File: src/hdl/bpq_pkg.sv
package bpq_pkg;

	// Queue geometry
	localparam int QUEUE_DEPTH = 16;
	localparam int PRIO_W      = 8;
	localparam int HANDLE_W    = 32;
	localparam int CNT_W       = $clog2(QUEUE_DEPTH + 1);

	// Capacity register
	localparam int CAP_W = 5;
	localparam logic [CAP_W-1:0] CAP_RESET = 5'd16;
	localparam int CMP_W = (CNT_W > CAP_W) ? CNT_W : CAP_W;

	// Configuration port
	localparam int APB_AW = 3;
	localparam int APB_DW = 32;
	localparam logic [APB_AW-1:0] CAP_ADDR = 3'd0;

	// Result fields
	localparam int COUNT_OUT_W = 5;

	// Stream payload widths, rounded up to whole bytes
	localparam int S_TDATA_W = ((HANDLE_W + PRIO_W + 7) / 8) * 8;
	localparam int M_TDATA_W = ((HANDLE_W + 1 + COUNT_OUT_W + 1 + 7) / 8) * 8;
	localparam int M_PACK_W  = HANDLE_W + 1 + COUNT_OUT_W + 1;

	typedef enum logic {
		REQ_ADD  = 1'b0,
		REQ_TAKE = 1'b1
	} req_t;

	typedef enum logic [1:0] {
		ST_DONE  = 2'd0,
		ST_FULL  = 2'd1,
		ST_EMPTY = 2'd2
	} status_t;

	// Per-cycle command broadcast to every cell
	typedef struct packed {
		logic add;
		logic take;
	} cell_ctrl_t;

endpackage

File: src/hdl/bpq_cell.sv
module bpq_cell (
	input  logic                          clk,
	input  bpq_pkg::cell_ctrl_t           ctrl,
	input  logic                          occ,
	input  logic [bpq_pkg::HANDLE_W-1:0]  new_handle,
	input  logic [bpq_pkg::PRIO_W-1:0]    new_prio,
	input  logic                          prev_keep,
	input  logic [bpq_pkg::HANDLE_W-1:0]  prev_handle,
	input  logic [bpq_pkg::PRIO_W-1:0]    prev_prio,
	input  logic [bpq_pkg::HANDLE_W-1:0]  next_handle,
	input  logic [bpq_pkg::PRIO_W-1:0]    next_prio,
	output logic                          keep,
	output logic [bpq_pkg::HANDLE_W-1:0]  handle,
	output logic [bpq_pkg::PRIO_W-1:0]    prio
);
	import bpq_pkg::*;

	logic [HANDLE_W-1:0] handle_q;
	logic [PRIO_W-1:0]   prio_q;

	// Hold the entry when it ranks at or above the new one
	assign keep = occ && (prio_q >= new_prio);

	// Insert, shift toward the tail on add, or shift toward the head on take
	always_ff @(posedge clk) begin
		if (ctrl.add && !keep) begin
			if (prev_keep) begin
				handle_q <= new_handle;
				prio_q   <= new_prio;
			end else begin
				handle_q <= prev_handle;
				prio_q   <= prev_prio;
			end
		end else if (ctrl.take) begin
			handle_q <= next_handle;
			prio_q   <= next_prio;
		end
	end

	assign handle = handle_q;
	assign prio   = prio_q;

endmodule

File: src/hdl/bpq_apb.sv
module bpq_apb (
	input  logic                        clk,
	input  logic                        arst_n,
	input  logic                        psel,
	input  logic                        penable,
	input  logic                        pwrite,
	input  logic [bpq_pkg::APB_AW-1:0]  paddr,
	input  logic [bpq_pkg::APB_DW-1:0]  pwdata,
	output logic [bpq_pkg::APB_DW-1:0]  prdata,
	output logic                        pready,
	output logic [bpq_pkg::CAP_W-1:0]   cap
);
	import bpq_pkg::*;

	logic [CAP_W-1:0] cap_q;
	logic             wr_en;

	assign pready = 1'b1;
	assign wr_en  = psel && penable && pwrite && pready && (paddr == CAP_ADDR);

	// Capture the capacity limit on a write transfer to CAP_ADDR
	always_ff @(posedge clk or negedge arst_n) begin
		if (!arst_n) begin
			cap_q <= CAP_RESET;
		end else if (wr_en) begin
			cap_q <= pwdata[CAP_W-1:0];
		end
	end

	// Read back the register, zero elsewhere
	always_comb begin
		prdata = '0;
		if (paddr == CAP_ADDR) begin
			prdata = APB_DW'(cap_q);
		end
	end

	assign cap = cap_q;

endmodule

File: src/hdl/bounded_priority_queue_unit.sv
// Output: each result is registered and appears in the cycle after its request is accepted.
// Throughput: one add or take per cycle while m_tready is high. Every cell of
// the chain compares, inserts or shifts in the same cycle. A result held by a
// low m_tready holds off the next request until that result is transferred.
// Reset: clears the entry count and the output valid flag and sets the capacity
// limit to 16; cell contents are not cleared and are read only below the count.
module bounded_priority_queue_unit (
	input  logic                           clk,
	input  logic                           arst_n,
	// s_tdata: work_handle, work_priority (from bit 0 up)
	input  logic [bpq_pkg::S_TDATA_W-1:0]  s_tdata,
	// s_tuser: req_type
	input  logic                           s_tuser,
	input  logic                           s_tvalid,
	output logic                           s_tready,
	// m_tdata: taken_handle, taken_valid, entry_count, queue_empty, zero pad
	output logic [bpq_pkg::M_TDATA_W-1:0]  m_tdata,
	// m_tuser: status_code
	output logic [1:0]                     m_tuser,
	output logic                           m_tvalid,
	input  logic                           m_tready,
	input  logic                           psel,
	input  logic                           penable,
	input  logic                           pwrite,
	input  logic [bpq_pkg::APB_AW-1:0]     paddr,
	input  logic [bpq_pkg::APB_DW-1:0]     pwdata,
	output logic [bpq_pkg::APB_DW-1:0]     prdata,
	output logic                           pready
);
	import bpq_pkg::*;

	logic [CAP_W-1:0]    cap;
	logic [CNT_W-1:0]    count_q;
	logic [CNT_W-1:0]    count_d;
	logic                in_xfer;
	req_t                req;
	logic [HANDLE_W-1:0] in_handle;
	logic [PRIO_W-1:0]   in_prio;
	logic                full;
	logic                empty;
	cell_ctrl_t          ctrl;

	logic [HANDLE_W-1:0] cell_handle [QUEUE_DEPTH];
	logic [PRIO_W-1:0]   cell_prio   [QUEUE_DEPTH];
	logic [QUEUE_DEPTH-1:0] cell_keep;
	logic [QUEUE_DEPTH-1:0] cell_occ;

	logic                m_tvalid_q;
	status_t             status_q;
	logic [HANDLE_W-1:0] taken_q;
	logic                taken_valid_q;
	logic [COUNT_OUT_W-1:0] count_out_q;
	logic                empty_q;

	bpq_apb u_apb (
		.clk     (clk),
		.arst_n  (arst_n),
		.psel    (psel),
		.penable (penable),
		.pwrite  (pwrite),
		.paddr   (paddr),
		.pwdata  (pwdata),
		.prdata  (prdata),
		.pready  (pready),
		.cap     (cap)
	);

	// Unpack the request
	assign req       = req_t'(s_tuser);
	assign in_handle = s_tdata[HANDLE_W-1:0];
	assign in_prio   = s_tdata[HANDLE_W +: PRIO_W];

	// Take a new request whenever the output register is free or draining
	assign s_tready = !m_tvalid_q || m_tready;
	assign in_xfer  = s_tvalid && s_tready;

	assign full  = (CMP_W'(count_q) >= CMP_W'(cap)) || (count_q >= CNT_W'(QUEUE_DEPTH));
	assign empty = (count_q == '0);

	assign ctrl.add  = in_xfer && (req == REQ_ADD) && !full;
	assign ctrl.take = in_xfer && (req == REQ_TAKE) && !empty;

	// Advance the entry count
	always_comb begin
		count_d = count_q;
		if (ctrl.add) begin
			count_d = count_q + 1'b1;
		end else if (ctrl.take) begin
			count_d = count_q - 1'b1;
		end
	end

	always_ff @(posedge clk or negedge arst_n) begin
		if (!arst_n) begin
			count_q <= '0;
		end else begin
			count_q <= count_d;
		end
	end

	// Chain of cells, head at index 0
	for (genvar i = 0; i < QUEUE_DEPTH; i++) begin : g_cell
		logic                prev_keep;
		logic [HANDLE_W-1:0] prev_handle;
		logic [PRIO_W-1:0]   prev_prio;
		logic [HANDLE_W-1:0] next_handle;
		logic [PRIO_W-1:0]   next_prio;

		assign cell_occ[i] = (CNT_W'(i) < count_q);

		if (i == 0) begin : g_head
			assign prev_keep   = 1'b1;
			assign prev_handle = '0;
			assign prev_prio   = '0;
		end else begin : g_body
			assign prev_keep   = cell_keep[i-1];
			assign prev_handle = cell_handle[i-1];
			assign prev_prio   = cell_prio[i-1];
		end

		if (i == QUEUE_DEPTH - 1) begin : g_tail
			assign next_handle = '0;
			assign next_prio   = '0;
		end else begin : g_link
			assign next_handle = cell_handle[i+1];
			assign next_prio   = cell_prio[i+1];
		end

		bpq_cell u_cell (
			.clk         (clk),
			.ctrl        (ctrl),
			.occ         (cell_occ[i]),
			.new_handle  (in_handle),
			.new_prio    (in_prio),
			.prev_keep   (prev_keep),
			.prev_handle (prev_handle),
			.prev_prio   (prev_prio),
			.next_handle (next_handle),
			.next_prio   (next_prio),
			.keep        (cell_keep[i]),
			.handle      (cell_handle[i]),
			.prio        (cell_prio[i])
		);
	end

	// Output register valid
	always_ff @(posedge clk or negedge arst_n) begin
		if (!arst_n) begin
			m_tvalid_q <= 1'b0;
		end else if (in_xfer) begin
			m_tvalid_q <= 1'b1;
		end else if (m_tready) begin
			m_tvalid_q <= 1'b0;
		end
	end

	// Output register payload
	always_ff @(posedge clk) begin
		if (in_xfer) begin
			if ((req == REQ_ADD) && full) begin
				status_q <= ST_FULL;
			end else if ((req == REQ_TAKE) && empty) begin
				status_q <= ST_EMPTY;
			end else begin
				status_q <= ST_DONE;
			end
			taken_q       <= ctrl.take ? cell_handle[0] : '0;
			taken_valid_q <= ctrl.take;
			count_out_q   <= COUNT_OUT_W'(count_d);
			empty_q       <= (count_d == '0);
		end
	end

	assign m_tvalid = m_tvalid_q;
	assign m_tuser  = status_q;
	assign m_tdata  = M_TDATA_W'({empty_q, count_out_q, taken_valid_q, taken_q});

`ifndef SYNTH
	a_count_bound: assert property (@(posedge clk) disable iff (!arst_n)
		count_q <= CNT_W'(QUEUE_DEPTH))
		else $error("entry count above queue depth");

	a_empty_take: assert property (@(posedge clk) disable iff (!arst_n)
		(in_xfer && (req == REQ_TAKE) && empty) |=> (m_tuser == ST_EMPTY))
		else $error("take from empty queue not reported");

	a_take_count: assert property (@(posedge clk) disable iff (!arst_n)
		ctrl.take |=> (count_q == $past(count_q) - 1'b1))
		else $error("successful take did not drop the count");

	a_empty_flag: assert property (@(posedge clk) disable iff (!arst_n)
		m_tvalid_q |-> (empty_q == (count_out_q == '0)))
		else $error("empty flag disagrees with entry count");
`endif

endmodule
File: config.mk
export PLATFORM = sky130hd
export DESIGN_NAME = bounded_priority_queue_unit
export DESIGN_NICKNAME = d
export VERILOG_FILES = /design/src/hdl/bpq_pkg.sv /design/src/hdl/bpq_cell.sv /design/src/hdl/bpq_apb.sv /design/src/hdl/bounded_priority_queue_unit.sv
export SDC_FILE = /design/constraint.sdc
export NUM_CORES = 2
export LEC_CHECK = 0
export BUFFER_PORTS_ARGS = -buffer_cell sky130_fd_sc_hd__buf_2
export CORE_MARGIN = 2
export CORE_UTILIZATION = 55
export CTS_CLUSTER_SIZE = 40
export DETAILED_ROUTE_END_ITERATION = 10
export PLACE_DENSITY = 0.75
export SYNTH_ARGS = -nofsm -noshare
export SYNTH_HDL_FRONTEND = slang
export SYNTH_HIERARCHICAL = 1
export SYNTH_SLANG_ARGS = --single-unit
File: constraint.sdc
create_clock -name clk -period 4.05 [get_ports clk]
set_input_delay 0.2025 -clock clk [delete_from_list [all_inputs] [get_ports clk]]
set_output_delay 0.2025 -clock clk [all_outputs]
set_load 0.01 [all_outputs]
==> results.cfg <==
[sta]
finalClockSkew_ps = 24.3
min_period_ps = 3560
fin_tns_setup_ps = 0
fmax_ghz = 0.281
maxSlewViolCount = 0
hold_viol_final = 0
relSlewSlack = 0.148
setup_violations = 0
tightestPinTransition_ps = 1280
rsz0062_at_grt = no
post-route-period-util = 0.880

[routing]
wire_per_inst_um = 19.5
drc = 0
wl_um = 80500
routed_via_density = 5.44
dr.pass1.iters = 5
drtIter0Drc = 1170
ant_nets = 0
vias = 22500

[power]
leakagePower_uw = 0.0185
ir_drop_uv = 263
power_density_mw_per_mm2 = 381

[synthesis]
synth_area_mm2 = 0.0443
avgSynthCellArea_um2 = 15.8
yosys_warnings = 6
netlist_instances = 2805

[floorplan]
start_util = 0.553
core_mm2 = 0.0802
num_rows = 104
ios = 160
dieWidth_um = 288
die_height_um = 288
die-area_mm2 = 0.0829

[clock_network]
clockBufferDepth = 3
cts_resized = 0
clk_pin_slew_worst_paths_ps = 60
cts_buffers = 73
cts_sinks = 692
cts_tree = yes
cts_root_buffer = clkbuf_16
clock_latency_ps = 630
cts_max_level = 3

[layout]
syn2layout_area_growth_pct = 8.75
final_common_cell = edfxtp_1
layout.cells.non_filler = 4128
nNetsFinal = 3229
layout-drive-gt1-share = 0.545
layout_common_cells = edfxtp_1, mux2_2, mux2_4

[placement]
portBuffers = 103
place_hpwl_um = 62000
place_congestion = 0.790
place_inst = 3984

[grt]
antenna_found_initial = 12
gr-total-overflow = 0
grtUsageTotal = 0.194
grt_first_pass_wirelength_um = 130000
grt_max_degree = 50
first_global_vias = 23800

[critical_path]
crit_path_end_kind = flop
worst-setup-path-type = flop to flop
crit_path_start_kind = flop
crit_fanout = 49
arrival_ps = 3940
worstPathRequired_ps = 4430

[run]
max_cap_violations = 0

[hold_path]
holdCritPathClass = input pin to asynchronous set/reset pin

[outcome]
status = finished, final reports clean
-- path summary, 6_finish.rpt --
kind                                               from                           end  cells past startpoint  slack [ps]
min reg2reg                g_cell[15].u_cell/handle[11]  g_cell[14].u_cell/handle[11]                      1         540
max reg2reg                                  count_q[0]  g_cell[11].u_cell/handle[14]                     12         490
max in group asynchronous                        arst_n                    count_q[3]                      3        3070
max                                          count_q[0]  g_cell[11].u_cell/handle[14]                     12         490
min in group clk                                penable                  u_apb/cap[4]                      3         180
min                                              arst_n                  u_apb/cap[4]                      2          70
-- through the flow --
step                cell area, µm²  utilization  setup slack (ps)  total power [µW]  hold WS (ps)
floorplan                    44800            -               212             11200         -93.1
global placement             45800        0.571               658             11800          75.7
detailed placement           45800        0.571               570             12000          89.5
CTS                          48200        0.602               568             18600          29.5
global route                 48200        0.602               258             19200          93.4
finish                       48200        0.602               486             18400          68.3
-- state kept, by name (all words and copies together) (netlist names) --
name,count
count_out_q,5
count_q,5
empty_q,1
g_cell.u_cell/handle,512
g_cell.u_cell/prio,128
m_tuser,2
m_tvalid,1
taken_q,32
taken_valid_q,1
u_apb/cap,5
-- power breakdown --
| group | total [µW] | internal [µW] | switching, µW |
|---|---|---|---|
| Combinational | 3300 | 1720 | 1580 |
| Clock | 6520 | 3770 | 2750 |
| Sequential | 8580 | 8330 | 245 |
| Total | 18400 | 13800 | 4570 |
-- critical path, cell delays in order, from the launching register on --
cell	delay (ps)
dfrtp_1	540
inv_1	230
ha_1	340
nor2b_1	140
o21ai_1	140
o21ai_4	190
buf_12	280
inv_1	100
a2111oi_2	320
a21oi_1	120
nand2_4	290
buf_12	260
mux2_4	320
-- layout make-up --
class                      instances  area, µm²
multi-input combinational       1874      21700
fill                            5908      31900
timing repair buffer             188       1470
tap                             1060       1330
inverter                         180        676
antenna                            2       5.00
sequential                       692      20700
clock buffer                      95       1970
clock inverter                    37        342
-- routing by layer --
layer / vias to the layer above / track usage / routed length [µm] / part of all wire
met5: - / 0 / 109 / 0.0014
met2: 391 / 0.309 / 36900 / 0.46
met1: 11000 / 0.276 / 38800 / 0.48
met4: 18 / 0.0505 / 1270 / 0.016
met3: 108 / 0.0338 / 3310 / 0.041
li1: 10900 / - / - / -
-- what timing repair did --
| item | CTS | global route |
|---|---|---|
| buffers inserted | 0 | 0 |
| hold buffers | 10 | 0 |
| hold endpoints to repair | 19 | 0 |
Power figures use the tool's default switching activity.
